==> src/graph_edge_weighter_unit_assert.svh <==
// ----------------------------------------------------------------------------
// Edge weighter assertion macros
// Shared property wrappers; the using module supplies clk and rst_n.
// ----------------------------------------------------------------------------
`ifndef GRAPH_EDGE_WEIGHTER_UNIT_ASSERT_SVH
`define GRAPH_EDGE_WEIGHTER_UNIT_ASSERT_SVH

// same-cycle implication
`define GEW_ASSERT_NOW(label, ante, cons) \
    label: assert property (@(posedge clk) disable iff (!rst_n) (ante) |-> (cons)) \
        else $error("edge weighter: same-cycle check failed");

// next-cycle implication
`define GEW_ASSERT_NEXT(label, ante, cons) \
    label: assert property (@(posedge clk) disable iff (!rst_n) (ante) |=> (cons)) \
        else $error("edge weighter: next-cycle check failed");

`endif

==> src/gew_pkg.sv <==
// ----------------------------------------------------------------------------
// Edge weighter package
// Word types, register codes and the 2^-x fraction table for the design modules.
// ----------------------------------------------------------------------------
package gew_pkg;

    localparam int NODE_BITS       = 20;
    localparam int DIST_W          = 24;
    localparam int PROB_W          = 16;
    localparam int WEIGHT_W        = 16;
    localparam int VALUE_W         = 24;
    localparam int KARG_W          = 32;
    localparam int PARG_W          = 24;
    localparam int EXP_ARG_W       = 33;
    localparam int PEXP_ARG_W      = 25;
    localparam int EXP_TABLE_DEPTH = 256;
    localparam int EXP_IDX_W       = $clog2(EXP_TABLE_DEPTH);
    localparam int EXP_N_LIMIT     = 17;
    localparam int LOG2E_Q16       = 94548;
    localparam int LN2_Q16         = 45426;
    localparam int WEIGHT_MAX      = 65535;
    localparam int QUEUE_DEPTH     = 4;
    localparam int QUEUE_AW        = $clog2(QUEUE_DEPTH);
    localparam int CFG_INDEX_W     = 3;
    localparam int CFG_DATA_W      = 24;

    localparam logic [CFG_INDEX_W-1:0] CFG_MODE      = 3'd0;
    localparam logic [CFG_INDEX_W-1:0] CFG_INV_BW    = 3'd1;
    localparam logic [CFG_INDEX_W-1:0] CFG_BETA      = 3'd2;
    localparam logic [CFG_INDEX_W-1:0] CFG_CONF_TH   = 3'd3;
    localparam logic [CFG_INDEX_W-1:0] CFG_CUTOFF    = 3'd4;
    localparam logic [CFG_INDEX_W-1:0] CFG_DAMAGE_EN = 3'd5;

    localparam logic [1:0] MODE_DAMAGE     = 2'd0;
    localparam logic [1:0] MODE_CUT_WEIGHT = 2'd1;
    localparam logic [1:0] MODE_CUT_RAW    = 2'd2;

    typedef enum logic [1:0] {
        KIND_WEIGHT,
        KIND_PENALTY,
        KIND_RAW
    } kind_t;

    typedef struct packed {
        logic [NODE_BITS-1:0] src_node;
        logic [NODE_BITS-1:0] dst_node;
        logic [DIST_W-1:0]    distance;
        logic [PROB_W-1:0]    conf_src;
        logic [PROB_W-1:0]    ancient_src;
        logic [PROB_W-1:0]    conf_dst;
        logic [PROB_W-1:0]    ancient_dst;
    } edge_in_t;

    typedef struct packed {
        logic [NODE_BITS-1:0] out_src;
        logic [NODE_BITS-1:0] out_dst;
        logic [VALUE_W-1:0]   edge_value;
    } edge_out_t;

    typedef struct packed {
        logic [1:0]        mode;
        logic [DIST_W-1:0] inv_bandwidth;
        logic [15:0]       penalty_beta;
        logic [PROB_W-1:0] confidence_threshold;
        logic [DIST_W-1:0] max_distance;
        logic              damage_enable;
    } cfg_t;

    localparam cfg_t CFG_RESET = '{
        mode:                 MODE_DAMAGE,
        inv_bandwidth:        24'd65536,
        penalty_beta:         16'd256,
        confidence_threshold: 16'd32768,
        max_distance:         24'hFFFFFF,
        damage_enable:        1'b0
    };

    typedef struct packed {
        logic [NODE_BITS-1:0] src;
        logic [NODE_BITS-1:0] dst;
        logic [DIST_W-1:0]    distance;
        kind_t                kind;
    } tag_t;

    typedef struct packed {
        tag_t              tag;
        logic [PROB_W-1:0] diff;
    } work_t;

    typedef struct packed {
        logic              full;
        logic              empty;
        logic [QUEUE_AW:0] count;
    } qstat_t;

    typedef logic [WEIGHT_W:0] exp_tbl_t [EXP_TABLE_DEPTH];

    // 2^(-i/depth) in Q1.16, rounded, from a 16-term series in Q32
    function automatic exp_tbl_t gew_build_tbl();
        exp_tbl_t    tbl;
        logic [63:0] t;
        logic [63:0] a;
        logic [63:0] a8;
        logic [63:0] sum;
        logic [63:0] term;
        logic [63:0] rnd;
        for (int i = 0; i < EXP_TABLE_DEPTH; i++)
        begin
            t    = (64'(i) << 32) / EXP_TABLE_DEPTH;
            a    = (t * 64'(LN2_Q16)) >> 16;
            a8   = a >> 8;
            sum  = 64'h1_0000_0000;
            term = 64'h1_0000_0000;
            for (int k = 1; k <= 16; k++)
            begin
                term = ((term * a8) >> 24) / 64'(k);
                if (k[0])
                    sum = sum - term;
                else
                    sum = sum + term;
            end
            rnd    = (sum + 64'd32768) >> 16;
            tbl[i] = rnd[WEIGHT_W:0];
        end
        return tbl;
    endfunction

    localparam exp_tbl_t EXP_TBL = gew_build_tbl();

    // exp(-x) back end: e = x*log2e in Q.16, table on the fraction, shift by the integer
    function automatic logic [WEIGHT_W-1:0] gew_exp_lookup(input logic [EXP_ARG_W-1:0] e);
        logic [EXP_ARG_W-17:0] n;
        logic [31:0]           scaled;
        logic [EXP_IDX_W-1:0]  idx;
        logic [WEIGHT_W:0]     v;
        logic [WEIGHT_W-1:0]   res;
        n      = e[EXP_ARG_W-1:16];
        scaled = 32'(e[15:0]) * 32'(EXP_TABLE_DEPTH);
        if (32'(scaled[31:16]) >= 32'(EXP_TABLE_DEPTH))
            idx = EXP_IDX_W'(EXP_TABLE_DEPTH - 1);
        else
            idx = scaled[16+EXP_IDX_W-1:16];
        v = EXP_TBL[idx] >> n[4:0];
        if (32'(n) >= 32'(EXP_N_LIMIT))
            res = '0;
        else if (32'(v) > 32'(WEIGHT_MAX))
            res = WEIGHT_W'(WEIGHT_MAX);
        else
            res = v[WEIGHT_W-1:0];
        return res;
    endfunction

endpackage

==> src/gew_queue.sv <==
// ----------------------------------------------------------------------------
// Edge weighter work queue
// Short FIFO of classified edges between the front and the back end.
// ----------------------------------------------------------------------------
module gew_queue
(
    input  logic            clk,
    input  logic            rst_n,
    input  logic            push,
    input  gew_pkg::work_t  push_word,
    input  logic            pop,
    output gew_pkg::work_t  head,
    output gew_pkg::qstat_t stat
);

    gew_pkg::work_t                   mem_reg [gew_pkg::QUEUE_DEPTH];
    logic [gew_pkg::QUEUE_AW-1:0]     wr_ptr_reg;
    logic [gew_pkg::QUEUE_AW-1:0]     wr_ptr_next;
    logic [gew_pkg::QUEUE_AW-1:0]     rd_ptr_reg;
    logic [gew_pkg::QUEUE_AW-1:0]     rd_ptr_next;
    logic [gew_pkg::QUEUE_AW:0]       count_reg;
    logic [gew_pkg::QUEUE_AW:0]       count_next;
    logic                             push_fire;
    logic                             pop_fire;

    assign stat.full  = (count_reg == (gew_pkg::QUEUE_AW + 1)'(gew_pkg::QUEUE_DEPTH));
    assign stat.empty = (count_reg == '0);
    assign stat.count = count_reg;
    assign push_fire  = push && !stat.full;
    assign pop_fire   = pop && !stat.empty;
    assign head       = mem_reg[rd_ptr_reg];

    always_comb
    begin
        wr_ptr_next = wr_ptr_reg;
        rd_ptr_next = rd_ptr_reg;
        count_next  = count_reg;
        if (push_fire)
        begin
            if (wr_ptr_reg == gew_pkg::QUEUE_AW'(gew_pkg::QUEUE_DEPTH - 1))
                wr_ptr_next = '0;
            else
                wr_ptr_next = wr_ptr_reg + 1'b1;
        end
        if (pop_fire)
        begin
            if (rd_ptr_reg == gew_pkg::QUEUE_AW'(gew_pkg::QUEUE_DEPTH - 1))
                rd_ptr_next = '0;
            else
                rd_ptr_next = rd_ptr_reg + 1'b1;
        end
        if (push_fire && !pop_fire)
            count_next = count_reg + 1'b1;
        else if (pop_fire && !push_fire)
            count_next = count_reg - 1'b1;
    end

    always_ff @(posedge clk or negedge rst_n)
    begin
        if (!rst_n)
        begin
            wr_ptr_reg <= '0;
            rd_ptr_reg <= '0;
            count_reg  <= '0;
        end
        else
        begin
            wr_ptr_reg <= wr_ptr_next;
            rd_ptr_reg <= rd_ptr_next;
            count_reg  <= count_next;
        end
    end

    always_ff @(posedge clk)
    begin
        if (push_fire)
            mem_reg[wr_ptr_reg] <= push_word;
    end

endmodule

==> config.mk <==
export PLATFORM = sky130hd
export DESIGN_NAME = gew_queue
export DESIGN_NICKNAME = d
export VERILOG_FILES = /design/src/graph_edge_weighter_unit_assert.svh /design/src/gew_pkg.sv /design/src/gew_queue.sv
export SDC_FILE = /design/constraint.sdc
export NUM_CORES = 1
export LEC_CHECK = 0
export BUFFER_PORTS_ARGS = -buffer_cell sky130_fd_sc_hd__buf_2
export CORE_MARGIN = 1.5
export CORE_UTILIZATION = 51
export CTS_CLUSTER_DIAMETER = 150
export DETAILED_ROUTE_END_ITERATION = 8
export HOLD_SLACK_MARGIN = 0.15
export PLACE_DENSITY_LB_ADDON = 0.15
export SKIP_CTS_REPAIR_TIMING = 1
export SLEW_MARGIN = 5
export SYNTH_ARGS = -nofsm -noshare
export SYNTH_HDL_FRONTEND = slang
export SYNTH_SLANG_ARGS = --single-unit
==> constraint.sdc <==
create_clock -name clk -period 2.9 [get_ports clk]
set_input_delay 0.29 -clock clk [delete_from_list [all_inputs] [get_ports clk]]
set_output_delay 0.29 -clock clk [all_outputs]
set_load 0.03 [all_outputs]
==> impl_metrics.ini <==
[run_status]
outcome = completed

[timing]
timing.setup.tns_ns = 0
worstMarginPinSlew_ns = 0.794
drv_slew = 0
clock_skew_ns = 0.00859
fmax_ghz = 0.382
min_period_ns = 2.62
rsz0062_at_grt = false
timing.final.crit_share_pct = 90.2
max_slew_margin_pct = 47.1
setup_viol = 0
hold_violations = 0

[clock_network]
cts_root_buffer = clkbuf_16
insertion_delay_ns = 0.50
path_clk_slew_ns = 0.06
tritoncts = yes
cts_buffer_depth = 3
htree_num_levels = 2
clock-sinks = 335
cts_made_buffers = 36

[finish]
register_area_um2 = 10000
fin_nets = 848
antenna_cells = 0
fin_area_um2 = 15500
multi_input_comb_area_um2 = 2110
drive_gt1_share_pct = 41.7
final_util_pct = 65.9
fill_cells = 1565
largest_reg_flops = 328
syn2layout_area_growth_pct = 26.4

[critical_path]
endpoint_kind = output pin
timing.rr.start = count_reg[0]
cp_max_fo = 51
crit_path_start = rd_ptr_reg[1]
crit_slowest_cell = dfrtp_4
r2r_slack_ns = 0.54
crit_path_start_kind = register
path_class = reg2out
path_buf_inv = 2
path_delay_family = flip-flops
max_stage_delay_ns = 0.93
crit_required_ns = 2.61
cp.arrival_ns = 2.33
path_cells = buf_4 -> mux4_2 -> buf_2

[floorplan]
coreArea_um2 = 23500
dieHeight_um = 158
start_util_pct = 52.2
dieArea_um2 = 25000
die_w_um = 158
pin_count = 173
std_cell_rows = 56

[logic_synthesis]
yosysSeqAreaShare_pct = 81.6
synth_cell_types = 21
synth.net_count = 558
ys_ff_latch = 335
syn_inst = 465
syn_area_um2 = 12300
yosys_warnings = 0
syn_avg_cell_area_um2 = 26.4

[placed_design]
place_congestion = 0.743
port_buffers = 172
place_hpwl_um = 13000
postPlaceCellArea_um2 = 13600

[routing]
routed_via_density = 5.32
first_pass_iters = 4
drtIter0Drc = 289
drc = 0
wl_um = 22300
ant_nets = 0
vias = 5849
wl_per_cell_um = 20.3

[global_routing]
grtUsageTotal_pct = 17.9
grt_pass1_vias = 5942
grt-ovfl-total = 0
antenna_found_initial = 0
grt_max_degree = 52
grt_pass1_wl_um = 33000

[power]
cellPowerDensity_nw_per_um2 = 1050
p_int_mw = 10.9
clockPowerShare_pct = 24.6
finalPower_mw = 16.4
seqPwrFrac_pct = 41.8
p_comb_share_pct = 33.6
leakagePower_nw = 5.39
p_switching_mw = 5.51
switching_share_pct = 33.7
peakVddDrop_mv = 0.564

[hold_path]
hold_class = in2async

[job]
cap_violations = 0
==> synth_stat cells (all sizes together) <==
| cell type | number | area (um2) |
|---|---|---|
| nor3b | 1 | 12.5 |
| fa | 1 | 20.0 |
| nor2 | 2 | 7.51 |
| ha | 6 | 75.1 |
| xor2 | 2 | 17.5 |
| mux4 | 82 | 1850 |
| buf | 17 | 136 |
| and2 | 4 | 25.0 |
| mux2 | 4 | 52.6 |
| nor3 | 2 | 10.0 |
| o31ai | 1 | 12.5 |
| inv | 3 | 11.3 |
| xnor2 | 1 | 8.76 |
| nor2b | 1 | 6.26 |
| a21o | 1 | 7.51 |
| clkbuf | 2 | 7.51 |
| edfxtp | 328 | 9850 |
| dfrtp | 7 | 175 |
==> stage by stage <==
step,setup WS (ns),hold WS (ns),cells
floorplan,0.296,-0.00559,465
global placement,0.675,0.127,952
detailed placement,0.547,0.134,952
CTS,0.204,-0.401,1016
global route,0.164,0.171,1100
finish,0.284,0.163,1100
==> cell type report <==
cell class	instances	share of cell area [%]
flip-flops and latches	335	64.6
inverters	3	0.0725
clock buffers	42	6.08
repair buffers	271	12.4
well taps	319	2.57
clock inverters	22	0.645
multi-input cells	108	13.6
==> worst paths after layout <==
| check | cells after the start | to |
|---|---|---|
| setup / recovery | 3 | head[61] |
| setup reg to reg | 8 | count_reg[2] |
| hold reg to reg | 1 | count_reg[2] |
| hold / removal | 2 | count_reg[1] |
| min in group clk | 3 | wr_ptr_reg[0] |
| max in group asynchronous | 2 | rd_ptr_reg[1] |
==> per-layer routing <==
layer	up-vias	GRT usage (%)	wire length, um
met5	-	0	0
met4	0	5.38	357
met3	27	4.41	1230
met2	164	29.9	11500
met1	3066	23.6	9250
li1	2592	-	-
==> worst reg2reg max path: cells and delay by family, from the launching register on <==
| family | cells | cell delay [ns] |
|---|---|---|
| flip-flops | 1 | 0.51 |
| adder cells (fa/ha/maj) | 2 | 0.68 |
| AND/OR/NAND/NOR | 3 | 0.70 |
| buffers and inverters | 1 | 0.07 |
| XOR/XNOR | 2 | 0.33 |
==> power groups by stage <==
stage | logic [mW] | registers, mW | clock network, mW
CTS | 5.53 | 6.87 | 4.12
global placement | 5.48 | 6.90 | 0
floorplan | 4.10 | 6.72 | 0
detailed placement | 5.52 | 6.97 | 0
global route | 5.87 | 6.95 | 4.32
finish | 5.50 | 6.85 | 4.02
==> cells in the final DEF (no fill, tap or decap), drive strengths merged <==
cell type	n
o31ai	1
mux2	4
and2	4
buf	187
clkbuf	42
inv	5
fa	1
a21o	1
clkinv	20
nor3b	1
xnor2	1
nor2	2
mux4	82
dfrtp	7
xor2	2
nor2b	1
edfxtp	328
dlygate4sd3	84
ha	6
nor3	2
==> kinds of logic (layout without fill, tap and decap cells) <==
family,count (synthesis),after routing,synth area share (%)
DFF,335,335,81.6
muxes,86,86,15.5
buffers and inverters,22,338,1.26
and+or+nand+nor,10,10,0.499
adders and majority gates,7,7,0.774
xor gates and xnor gates,3,3,0.214
AOI/OAI and AO/OA,2,2,0.163
Power figures use the tool's default switching activity.
