==> src/graph_edge_weighter_unit_assert.svh <==
// ----------------------------------------------------------------------------
// Edge weighter assertion macros
// Shared property wrappers; the using module supplies clk and rst_n.
// ----------------------------------------------------------------------------
`ifndef GRAPH_EDGE_WEIGHTER_UNIT_ASSERT_SVH
`define GRAPH_EDGE_WEIGHTER_UNIT_ASSERT_SVH

// same-cycle implication
`define GEW_ASSERT_NOW(label, ante, cons) \
    label: assert property (@(posedge clk) disable iff (!rst_n) (ante) |-> (cons)) \
        else $error("edge weighter: same-cycle check failed");

// next-cycle implication
`define GEW_ASSERT_NEXT(label, ante, cons) \
    label: assert property (@(posedge clk) disable iff (!rst_n) (ante) |=> (cons)) \
        else $error("edge weighter: next-cycle check failed");

`endif

==> src/gew_pkg.sv <==
// ----------------------------------------------------------------------------
// Edge weighter package
// Word types, register codes and the 2^-x fraction table for the design modules.
// ----------------------------------------------------------------------------
package gew_pkg;

    localparam int NODE_BITS       = 20;
    localparam int DIST_W          = 24;
    localparam int PROB_W          = 16;
    localparam int WEIGHT_W        = 16;
    localparam int VALUE_W         = 24;
    localparam int KARG_W          = 32;
    localparam int PARG_W          = 24;
    localparam int EXP_ARG_W       = 33;
    localparam int PEXP_ARG_W      = 25;
    localparam int EXP_TABLE_DEPTH = 256;
    localparam int EXP_IDX_W       = $clog2(EXP_TABLE_DEPTH);
    localparam int EXP_N_LIMIT     = 17;
    localparam int LOG2E_Q16       = 94548;
    localparam int LN2_Q16         = 45426;
    localparam int WEIGHT_MAX      = 65535;
    localparam int QUEUE_DEPTH     = 4;
    localparam int QUEUE_AW        = $clog2(QUEUE_DEPTH);
    localparam int CFG_INDEX_W     = 3;
    localparam int CFG_DATA_W      = 24;

    localparam logic [CFG_INDEX_W-1:0] CFG_MODE      = 3'd0;
    localparam logic [CFG_INDEX_W-1:0] CFG_INV_BW    = 3'd1;
    localparam logic [CFG_INDEX_W-1:0] CFG_BETA      = 3'd2;
    localparam logic [CFG_INDEX_W-1:0] CFG_CONF_TH   = 3'd3;
    localparam logic [CFG_INDEX_W-1:0] CFG_CUTOFF    = 3'd4;
    localparam logic [CFG_INDEX_W-1:0] CFG_DAMAGE_EN = 3'd5;

    localparam logic [1:0] MODE_DAMAGE     = 2'd0;
    localparam logic [1:0] MODE_CUT_WEIGHT = 2'd1;
    localparam logic [1:0] MODE_CUT_RAW    = 2'd2;

    typedef enum logic [1:0] {
        KIND_WEIGHT,
        KIND_PENALTY,
        KIND_RAW
    } kind_t;

    typedef struct packed {
        logic [NODE_BITS-1:0] src_node;
        logic [NODE_BITS-1:0] dst_node;
        logic [DIST_W-1:0]    distance;
        logic [PROB_W-1:0]    conf_src;
        logic [PROB_W-1:0]    ancient_src;
        logic [PROB_W-1:0]    conf_dst;
        logic [PROB_W-1:0]    ancient_dst;
    } edge_in_t;

    typedef struct packed {
        logic [NODE_BITS-1:0] out_src;
        logic [NODE_BITS-1:0] out_dst;
        logic [VALUE_W-1:0]   edge_value;
    } edge_out_t;

    typedef struct packed {
        logic [1:0]        mode;
        logic [DIST_W-1:0] inv_bandwidth;
        logic [15:0]       penalty_beta;
        logic [PROB_W-1:0] confidence_threshold;
        logic [DIST_W-1:0] max_distance;
        logic              damage_enable;
    } cfg_t;

    localparam cfg_t CFG_RESET = '{
        mode:                 MODE_DAMAGE,
        inv_bandwidth:        24'd65536,
        penalty_beta:         16'd256,
        confidence_threshold: 16'd32768,
        max_distance:         24'hFFFFFF,
        damage_enable:        1'b0
    };

    typedef struct packed {
        logic [NODE_BITS-1:0] src;
        logic [NODE_BITS-1:0] dst;
        logic [DIST_W-1:0]    distance;
        kind_t                kind;
    } tag_t;

    typedef struct packed {
        tag_t              tag;
        logic [PROB_W-1:0] diff;
    } work_t;

    typedef struct packed {
        logic              full;
        logic              empty;
        logic [QUEUE_AW:0] count;
    } qstat_t;

    typedef logic [WEIGHT_W:0] exp_tbl_t [EXP_TABLE_DEPTH];

    // 2^(-i/depth) in Q1.16, rounded, from a 16-term series in Q32
    function automatic exp_tbl_t gew_build_tbl();
        exp_tbl_t    tbl;
        logic [63:0] t;
        logic [63:0] a;
        logic [63:0] a8;
        logic [63:0] sum;
        logic [63:0] term;
        logic [63:0] rnd;
        for (int i = 0; i < EXP_TABLE_DEPTH; i++)
        begin
            t    = (64'(i) << 32) / EXP_TABLE_DEPTH;
            a    = (t * 64'(LN2_Q16)) >> 16;
            a8   = a >> 8;
            sum  = 64'h1_0000_0000;
            term = 64'h1_0000_0000;
            for (int k = 1; k <= 16; k++)
            begin
                term = ((term * a8) >> 24) / 64'(k);
                if (k[0])
                    sum = sum - term;
                else
                    sum = sum + term;
            end
            rnd    = (sum + 64'd32768) >> 16;
            tbl[i] = rnd[WEIGHT_W:0];
        end
        return tbl;
    endfunction

    localparam exp_tbl_t EXP_TBL = gew_build_tbl();

    // exp(-x) back end: e = x*log2e in Q.16, table on the fraction, shift by the integer
    function automatic logic [WEIGHT_W-1:0] gew_exp_lookup(input logic [EXP_ARG_W-1:0] e);
        logic [EXP_ARG_W-17:0] n;
        logic [31:0]           scaled;
        logic [EXP_IDX_W-1:0]  idx;
        logic [WEIGHT_W:0]     v;
        logic [WEIGHT_W-1:0]   res;
        n      = e[EXP_ARG_W-1:16];
        scaled = 32'(e[15:0]) * 32'(EXP_TABLE_DEPTH);
        if (32'(scaled[31:16]) >= 32'(EXP_TABLE_DEPTH))
            idx = EXP_IDX_W'(EXP_TABLE_DEPTH - 1);
        else
            idx = scaled[16+EXP_IDX_W-1:16];
        v = EXP_TBL[idx] >> n[4:0];
        if (32'(n) >= 32'(EXP_N_LIMIT))
            res = '0;
        else if (32'(v) > 32'(WEIGHT_MAX))
            res = WEIGHT_W'(WEIGHT_MAX);
        else
            res = v[WEIGHT_W-1:0];
        return res;
    endfunction

endpackage

==> src/gew_front.sv <==
// ----------------------------------------------------------------------------
// Edge weighter front end
// Classifies each incoming edge: drop, plain weight, damage penalty or raw.
// ----------------------------------------------------------------------------
module gew_front
(
    input  gew_pkg::cfg_t     cfg,
    input  gew_pkg::edge_in_t edge_word,
    output logic              keep,
    output gew_pkg::work_t    work
);

    logic                          cut;
    logic                          conf_ok;
    logic [gew_pkg::PROB_W-1:0]    diff;

    assign cut     = (edge_word.distance > cfg.max_distance) ||
                     (edge_word.src_node <= edge_word.dst_node);
    assign conf_ok = cfg.damage_enable &&
                     (edge_word.conf_src > cfg.confidence_threshold) &&
                     (edge_word.conf_dst > cfg.confidence_threshold);
    assign diff    = (edge_word.ancient_src > edge_word.ancient_dst)
                   ? edge_word.ancient_src - edge_word.ancient_dst
                   : edge_word.ancient_dst - edge_word.ancient_src;

    always_comb
    begin
        work.tag.src      = edge_word.src_node;
        work.tag.dst      = edge_word.dst_node;
        work.tag.distance = edge_word.distance;
        work.diff         = diff;
        work.tag.kind     = gew_pkg::KIND_WEIGHT;
        keep              = 1'b0;
        case (cfg.mode)
            gew_pkg::MODE_DAMAGE:
            begin
                keep          = 1'b1;
                work.tag.kind = conf_ok ? gew_pkg::KIND_PENALTY : gew_pkg::KIND_WEIGHT;
            end
            gew_pkg::MODE_CUT_WEIGHT:
            begin
                keep          = !cut;
                work.tag.kind = gew_pkg::KIND_WEIGHT;
            end
            gew_pkg::MODE_CUT_RAW:
            begin
                keep          = !cut;
                work.tag.kind = gew_pkg::KIND_RAW;
            end
            default:
            begin
                keep = 1'b0;
            end
        endcase
    end

endmodule

==> config.mk <==
export PLATFORM = sky130hd
export DESIGN_NAME = gew_front
export DESIGN_NICKNAME = d
export VERILOG_FILES = /design/src/graph_edge_weighter_unit_assert.svh /design/src/gew_pkg.sv /design/src/gew_front.sv
export SDC_FILE = /design/constraint.sdc
export NUM_CORES = 1
export LEC_CHECK = 0
export BUFFER_PORTS_ARGS = -buffer_cell sky130_fd_sc_hd__buf_2
export CORE_MARGIN = 2
export CORE_UTILIZATION = 25
export DETAILED_ROUTE_END_ITERATION = 16
export SETUP_SLACK_MARGIN = 0.05
export SYNTH_ARGS = -nofsm -noshare
export SYNTH_HDL_FRONTEND = slang
export SYNTH_SLANG_ARGS = --single-unit
==> constraint.sdc <==
create_clock -name vclk -period 2.24
set_input_delay 0 -clock vclk [all_inputs]
set_output_delay 0 -clock vclk [all_outputs]
set_load 0.02 [all_outputs]
==> impl_metrics.json, run 1 <==
{
  "relSlewSlack": 0.7043,
  "dr.pass1.iters": 5,
  "num_vias": 4462,
  "final_common_cell": "buf_2",
  "cap_violations": 0,
  "grt_max_degree": 13,
  "hp-start": "edge_word[94]",
  "crit_fanout": 3,
  "nFillCells": 1757,
  "vdd_drop_max_mv": 0.1783,
  "synth_compound_gate_area_share": 0.2245,
  "nets": 1108,
  "power.leakage_nw": 3.220,
  "setup_viol": 0,
  "cp.arrival_ps": 2140,
  "worstMarginPinSlew_ps": 438.9,
  "core_area_sq_um": 15890,
  "grt_usage": 0.1454,
  "min_period_ps": 2136,
  "period_share": 0.9535,
  "placed_cell_area_sq_um": 5303,
  "boundaryPins": 294,
  "yosysUniqueCellTypes": 51,
  "critical_path_class": "in -> out",
  "yosysWarnings": 0,
  "start_util": 0.2557,
  "seq_cell_count": 0,
  "cp-start-kind": "input pin",
  "drv_slew": 0,
  "fin_cells": 1000,
  "min_path_type": "in -> out",
  "die_area_sq_um": 17290,
  "drtIter0Drc": 212,
  "muxShareOfSynthArea": 0.01755,
  "grt_use_met3": 0.01003,
  "syn_avg_cell_area_sq_um": 7.178,
  "grt_overflow": 0,
  "met1_usage": 0.2076,
  "use_met2": 0.2490,
  "totalWireLength_um": 13580,
  "die_x_um": 131.5,
  "io_buffers": 254,
  "grt_pass1_wl_um": 21190,
  "critPathLaunch": "edge_word[32]",
  "synth_cells": 566,
  "wl_per_cell_um": 13.58,
  "syn_area_sq_um": 4063,
  "drive_gt1_frac": 0.4189,
  "most-common-layout-cells": "245 x buf_2, 103 x ha_1, 100 x inv_1",
  "grt_busiest_layer": "met2",
  "synth_nets": 889,
  "fmax_mhz": 468.2,
  "status": "complete, no violations",
  "final_area_sq_um": 5570,
  "synth-xor-area-share": 0.03018,
  "grt_pass1_vias": 4290,
  "p_per_area_nw_per_um2": 266.6,
  "synthSimpleGateAreaFrac": 0.1488,
  "ant_nets": 0,
  "rsz0062_at_grt": "true",
  "ys_seq_area_frac": 0,
  "clock_buffers": 0,
  "regArea_sq_um": 0,
  "dp.cells": 995,
  "synth_fa_ha_area_frac": 0.3486,
  "rows": 46,
  "gp_congestion": 0.9178,
  "synth_top_family_by_area": "adder cells",
  "required_ps": 2240,
  "cts.hold.buffers_added": 0,
  "drc": 0,
  "viasPerCell": 4.462,
  "syn_to_final_growth_pct": 37.11,
  "antenna_found_initial": 1,
  "hpwl_um": 12370,
  "crit_path_end_kind": "output pin",
  "finalHoldViolCount": 0,
  "die_h_um": 131.5
}
final cells by class:
type / count / area [sq um] / area share
Timing Repair Buffer: 292 / 1594 / 0.2862
Antenna cell: 1 / 2.502 / 0.0004492
Multi-Input combinational cell: 390 / 3322 / 0.5964
Tap cell: 216 / 270.3 / 0.04852
Inverter: 101 / 381.6 / 0.06851
stage by stage:
| step | utilization | hold slack (ps) | power, mW | setup slack (ps) | setup TNS, ps |
|---|---|---|---|---|---|
| 2_1_floorplan | - | 112.6 | 0.9062 | 105.3 | 0 |
| 5_1_grt | 0.3507 | 235.4 | 1.631 | -14.16 | -19.24 |
| 6_report | 0.3507 | 231.5 | 1.485 | 104.2 | 0 |
| 3_3_place_gp | 0.3338 | 234.7 | 1.369 | -132.5 | -792.1 |
| 4_1_cts | 0.3415 | 233.2 | 1.427 | 10.10 | 0 |
| 3_5_place_dp | 0.3338 | 232.8 | 1.368 | -190.8 | -1467 |
cell families after synthesis:
group / count (synthesis)
AOI/OAI and AO/OA: 144
xor gates and xnor gates: 14
adders and majority gates: 112
buffers and inverters: 176
muxes: 7
and+or+nand+nor: 113
worst max-delay path: stages:
cell and delay, ps:
buf_8 80, inv_4 30, ha_4 150, fa_2 340
nand2b_4 160, a21oi_4 140, o211ai_1 130, a21oi_2 210
buf_4 170, mux2i_4 250, a31oi_1 120, xnor2_1 190
buf_4 170
power breakdown:
part	switching [mW]	internal, mW	leakage (nW)	total, mW
clock network	0	0.0000000597	0.00000634	0.0000000597
registers	0	0	0	0
logic	0.818	0.667	3.22	1.48
Yosys cell counts (3+ instances only):
cell	count	share of area
a211oi_1	12	0.022
a21o_1	16	0.030
a21oi_1	45	0.055
a31oi_1	6	0.0092
and2_1	3	0.0046
buf_2	4	0.0049
buf_4	66	0.12
buf_6	3	0.0083
ha_1	110	0.34
inv_1	101	0.093
mux2i_1	6	0.015
nand2_1	19	0.018
nand2b_1	3	0.0046
nand3_1	9	0.011
nand4_1	19	0.029
nor2_1	25	0.023
nor2b_1	15	0.023
nor3_1	7	0.0086
nor4_1	3	0.0046
o211ai_1	6	0.011
o21a_1	8	0.015
o21ai_0	30	0.037
xnor2_1	6	0.013
xor2_1	8	0.017
worst paths after layout:
| path | to | slack [ps] | cells past startpoint |
|---|---|---|---|
| setup / recovery | work[15] | 100 | 13 |
| hold / removal | work[48] | 230 | 2 |
layer usage:
metal  share of wire  vias to the layer above
met5               0                        -
met4           0.011                        0
met3           0.041                        8
met2            0.46                      130
met1            0.49                     1984
li1                -                     2340
what timing repair did:
item	in CTS	in global routing
gates resized for setup	26	24
pin swaps	13	16
endpoints found under the setup margin	14	12
buffers inserted	2	2
Note: power is estimated with default switching activity, not from simulation.
==> inputs of run 2 (changes only) <==
--- a/config.mk
+++ b/config.mk
@@ -9,6 +9,7 @@
 export CORE_MARGIN = 2
 export CORE_UTILIZATION = 25
 export DETAILED_ROUTE_END_ITERATION = 16
+export RECOVER_POWER = 100
 export SETUP_SLACK_MARGIN = 0.05
 export SYNTH_ARGS = -nofsm -noshare
 export SYNTH_HDL_FRONTEND = slang
==> constraint.sdc (replaced) <==
create_clock -name vclk -period 2.03
set_input_delay 0 -clock vclk [all_inputs]
set_output_delay 0 -clock vclk [all_outputs]
set_load 0.02 [all_outputs]
==> run 2 against run 1 <==
  * The run now ends with setup timing left
  * Routed wire length up 3.9%
  * Utilization increased by 3.3 points
  * Final cell count rose by 4.2%
  * Via count increased by 5.8%
  * Critical path depth unchanged
  * Count of clock-buffer cells in the layout did not move
  * Combinational power increased by 28%
  * Sequential share of layout area did not move
  * Non-clock buffer count is 43 higher
  * Global-route usage up 0.60 points
==> impl_metrics.json, run 2 (synthesis gave the netlist of run 1 again) <==
{
  "drv_slew": 0,
  "gp_congestion": 0.9337,
  "nFillCells": 1767,
  "rows": 46,
  "crit_fanout": 8,
  "dr.pass1.iters": 4,
  "core_area_sq_um": 15890,
  "final_common_cell": "buf_2",
  "crit_path_end_kind": "output pin",
  "die_h_um": 131.5,
  "required_ps": 2030,
  "p_per_area_nw_per_um2": 312.0,
  "grt_pass1_wl_um": 22040,
  "setup_viol": 10,
  "hpwl_um": 12340,
  "finalHoldViolCount": 0,
  "violations": "setup timing",
  "worstMarginPinSlew_ps": 510.9,
  "dp.cells": 1030,
  "num_vias": 4723,
  "relSlewSlack": 0.6573,
  "boundaryPins": 294,
  "cp-start-kind": "input pin",
  "grt_max_degree": 10,
  "start_util": 0.2557,
  "viasPerCell": 4.533,
  "multi_input_area_sq_um": 3571,
  "ant_nets": 0,
  "drtIter0Drc": 193,
  "totalWireLength_um": 14110,
  "critPathTopFamily": "compound AO/OA/AOI/OAI gates",
  "holdWs_ps": 259.6,
  "placed_cell_area_sq_um": 5649,
  "power.leakage_nw": 3.311,
  "period_share": 1.053,
  "dp_slack_ps": -326.5,
  "grt_overflow": 0,
  "die_x_um": 131.5,
  "cts.hold.buffers_added": 0,
  "drive_gt1_frac": 0.4019,
  "rsz0062_at_grt": "true",
  "cp_slowest_cell": "a221oi_4",
  "seq_cell_count": 0,
  "status": "finished, violations left",
  "postLayoutCoreUtil": 0.3841,
  "clock_buffers": 0,
  "totalNegativeSetupSlack_ps": -710.3,
  "cap_violations": 0,
  "slowest_delay_ps": 340,
  "io_buffers": 254,
  "most-common-layout-cells": "169 x buf_2, 100 x inv_1, 99 x ha_1",
  "cp.arrival_ps": 2140,
  "grt_usage": 0.1514,
  "fmax_mhz": 467.8,
  "regArea_sq_um": 0,
  "antenna_cells": 0,
  "nets": 1151,
  "grt_pass1_vias": 4561,
  "critical_path_class": "in -> out",
  "setup_slack_ps": -107.5,
  "drc": 0,
  "die_area_sq_um": 17290,
  "critPathBufInv": 5,
  "antenna_found_initial": 0,
  "total_power_mw": 1.903,
  "fin_cells": 1042,
  "wl_per_cell_um": 13.54,
  "crit_chain": "buf_2, inv_1, ha_4, a21oi_2, o21ai_2, a221oi_4, a21oi_2, buf_6, buf_4, a211oi_4, o22ai_2, xor2_2, buf_6",
  "min_path_type": "in -> out",
  "vdd_drop_max_mv": 0.1716,
  "final_area_sq_um": 6101,
  "syn_to_final_growth_pct": 50.17,
  "min_period_ps": 2138
}
[run 2: cell count changes in the layout (fill, tap and decap cells not counted), moves of 5 or more]
cell      before  now
xnor2_2        0    6
clkbuf_1       0   67
buf_4         44   91
ha_4           4    9
xnor2_1        6    0
a21oi_1       41   35
buf_2        245  169
[run 2: path summary, 6_finish.rpt]
check | from | to | slack, ps | depth (start not counted)
worst max-delay path | edge_word[11] | work[12] | -110 | 13
worst min-delay path | edge_word[101] | work[55] | 260 | 2
[run 2: per-layer routing]
| metal | share of wire | vias up | wire length (um) | global-route usage |
|---|---|---|---|---|
| met5 | 0 | - | 0 | 0 |
| met4 | 0.0077 | 0 | 109 | 0.01087 |
| met3 | 0.050 | 8 | 704 | 0.01196 |
| met2 | 0.47 | 146 | 6612 | 0.2589 |
| met1 | 0.47 | 2142 | 6686 | 0.2159 |
| li1 | - | 2427 | - | - |
[run 2: repair_timing]
action                                  CTS  global route
pin swaps                                16            21
endpoints found under the setup margin   16            16
gates resized for setup                  59            35
setup buffers                            10             3
endpoints found under the hold margin     0             0
[run 2: power breakdown]
group,switching (mW),internal (mW),total (mW)
Sequential,0,0,0
Clock,0,0,0
Combinational,1.00,0.899,1.90
Total,1.00,0.899,1.90
[run 2: final cells by class]
| class | instances | share of cell area |
|---|---|---|
| tap | 216 | 0.04430 |
| multi-input combinational | 390 | 0.5853 |
| inverter | 101 | 0.06255 |
| timing repair buffer | 335 | 0.3078 |
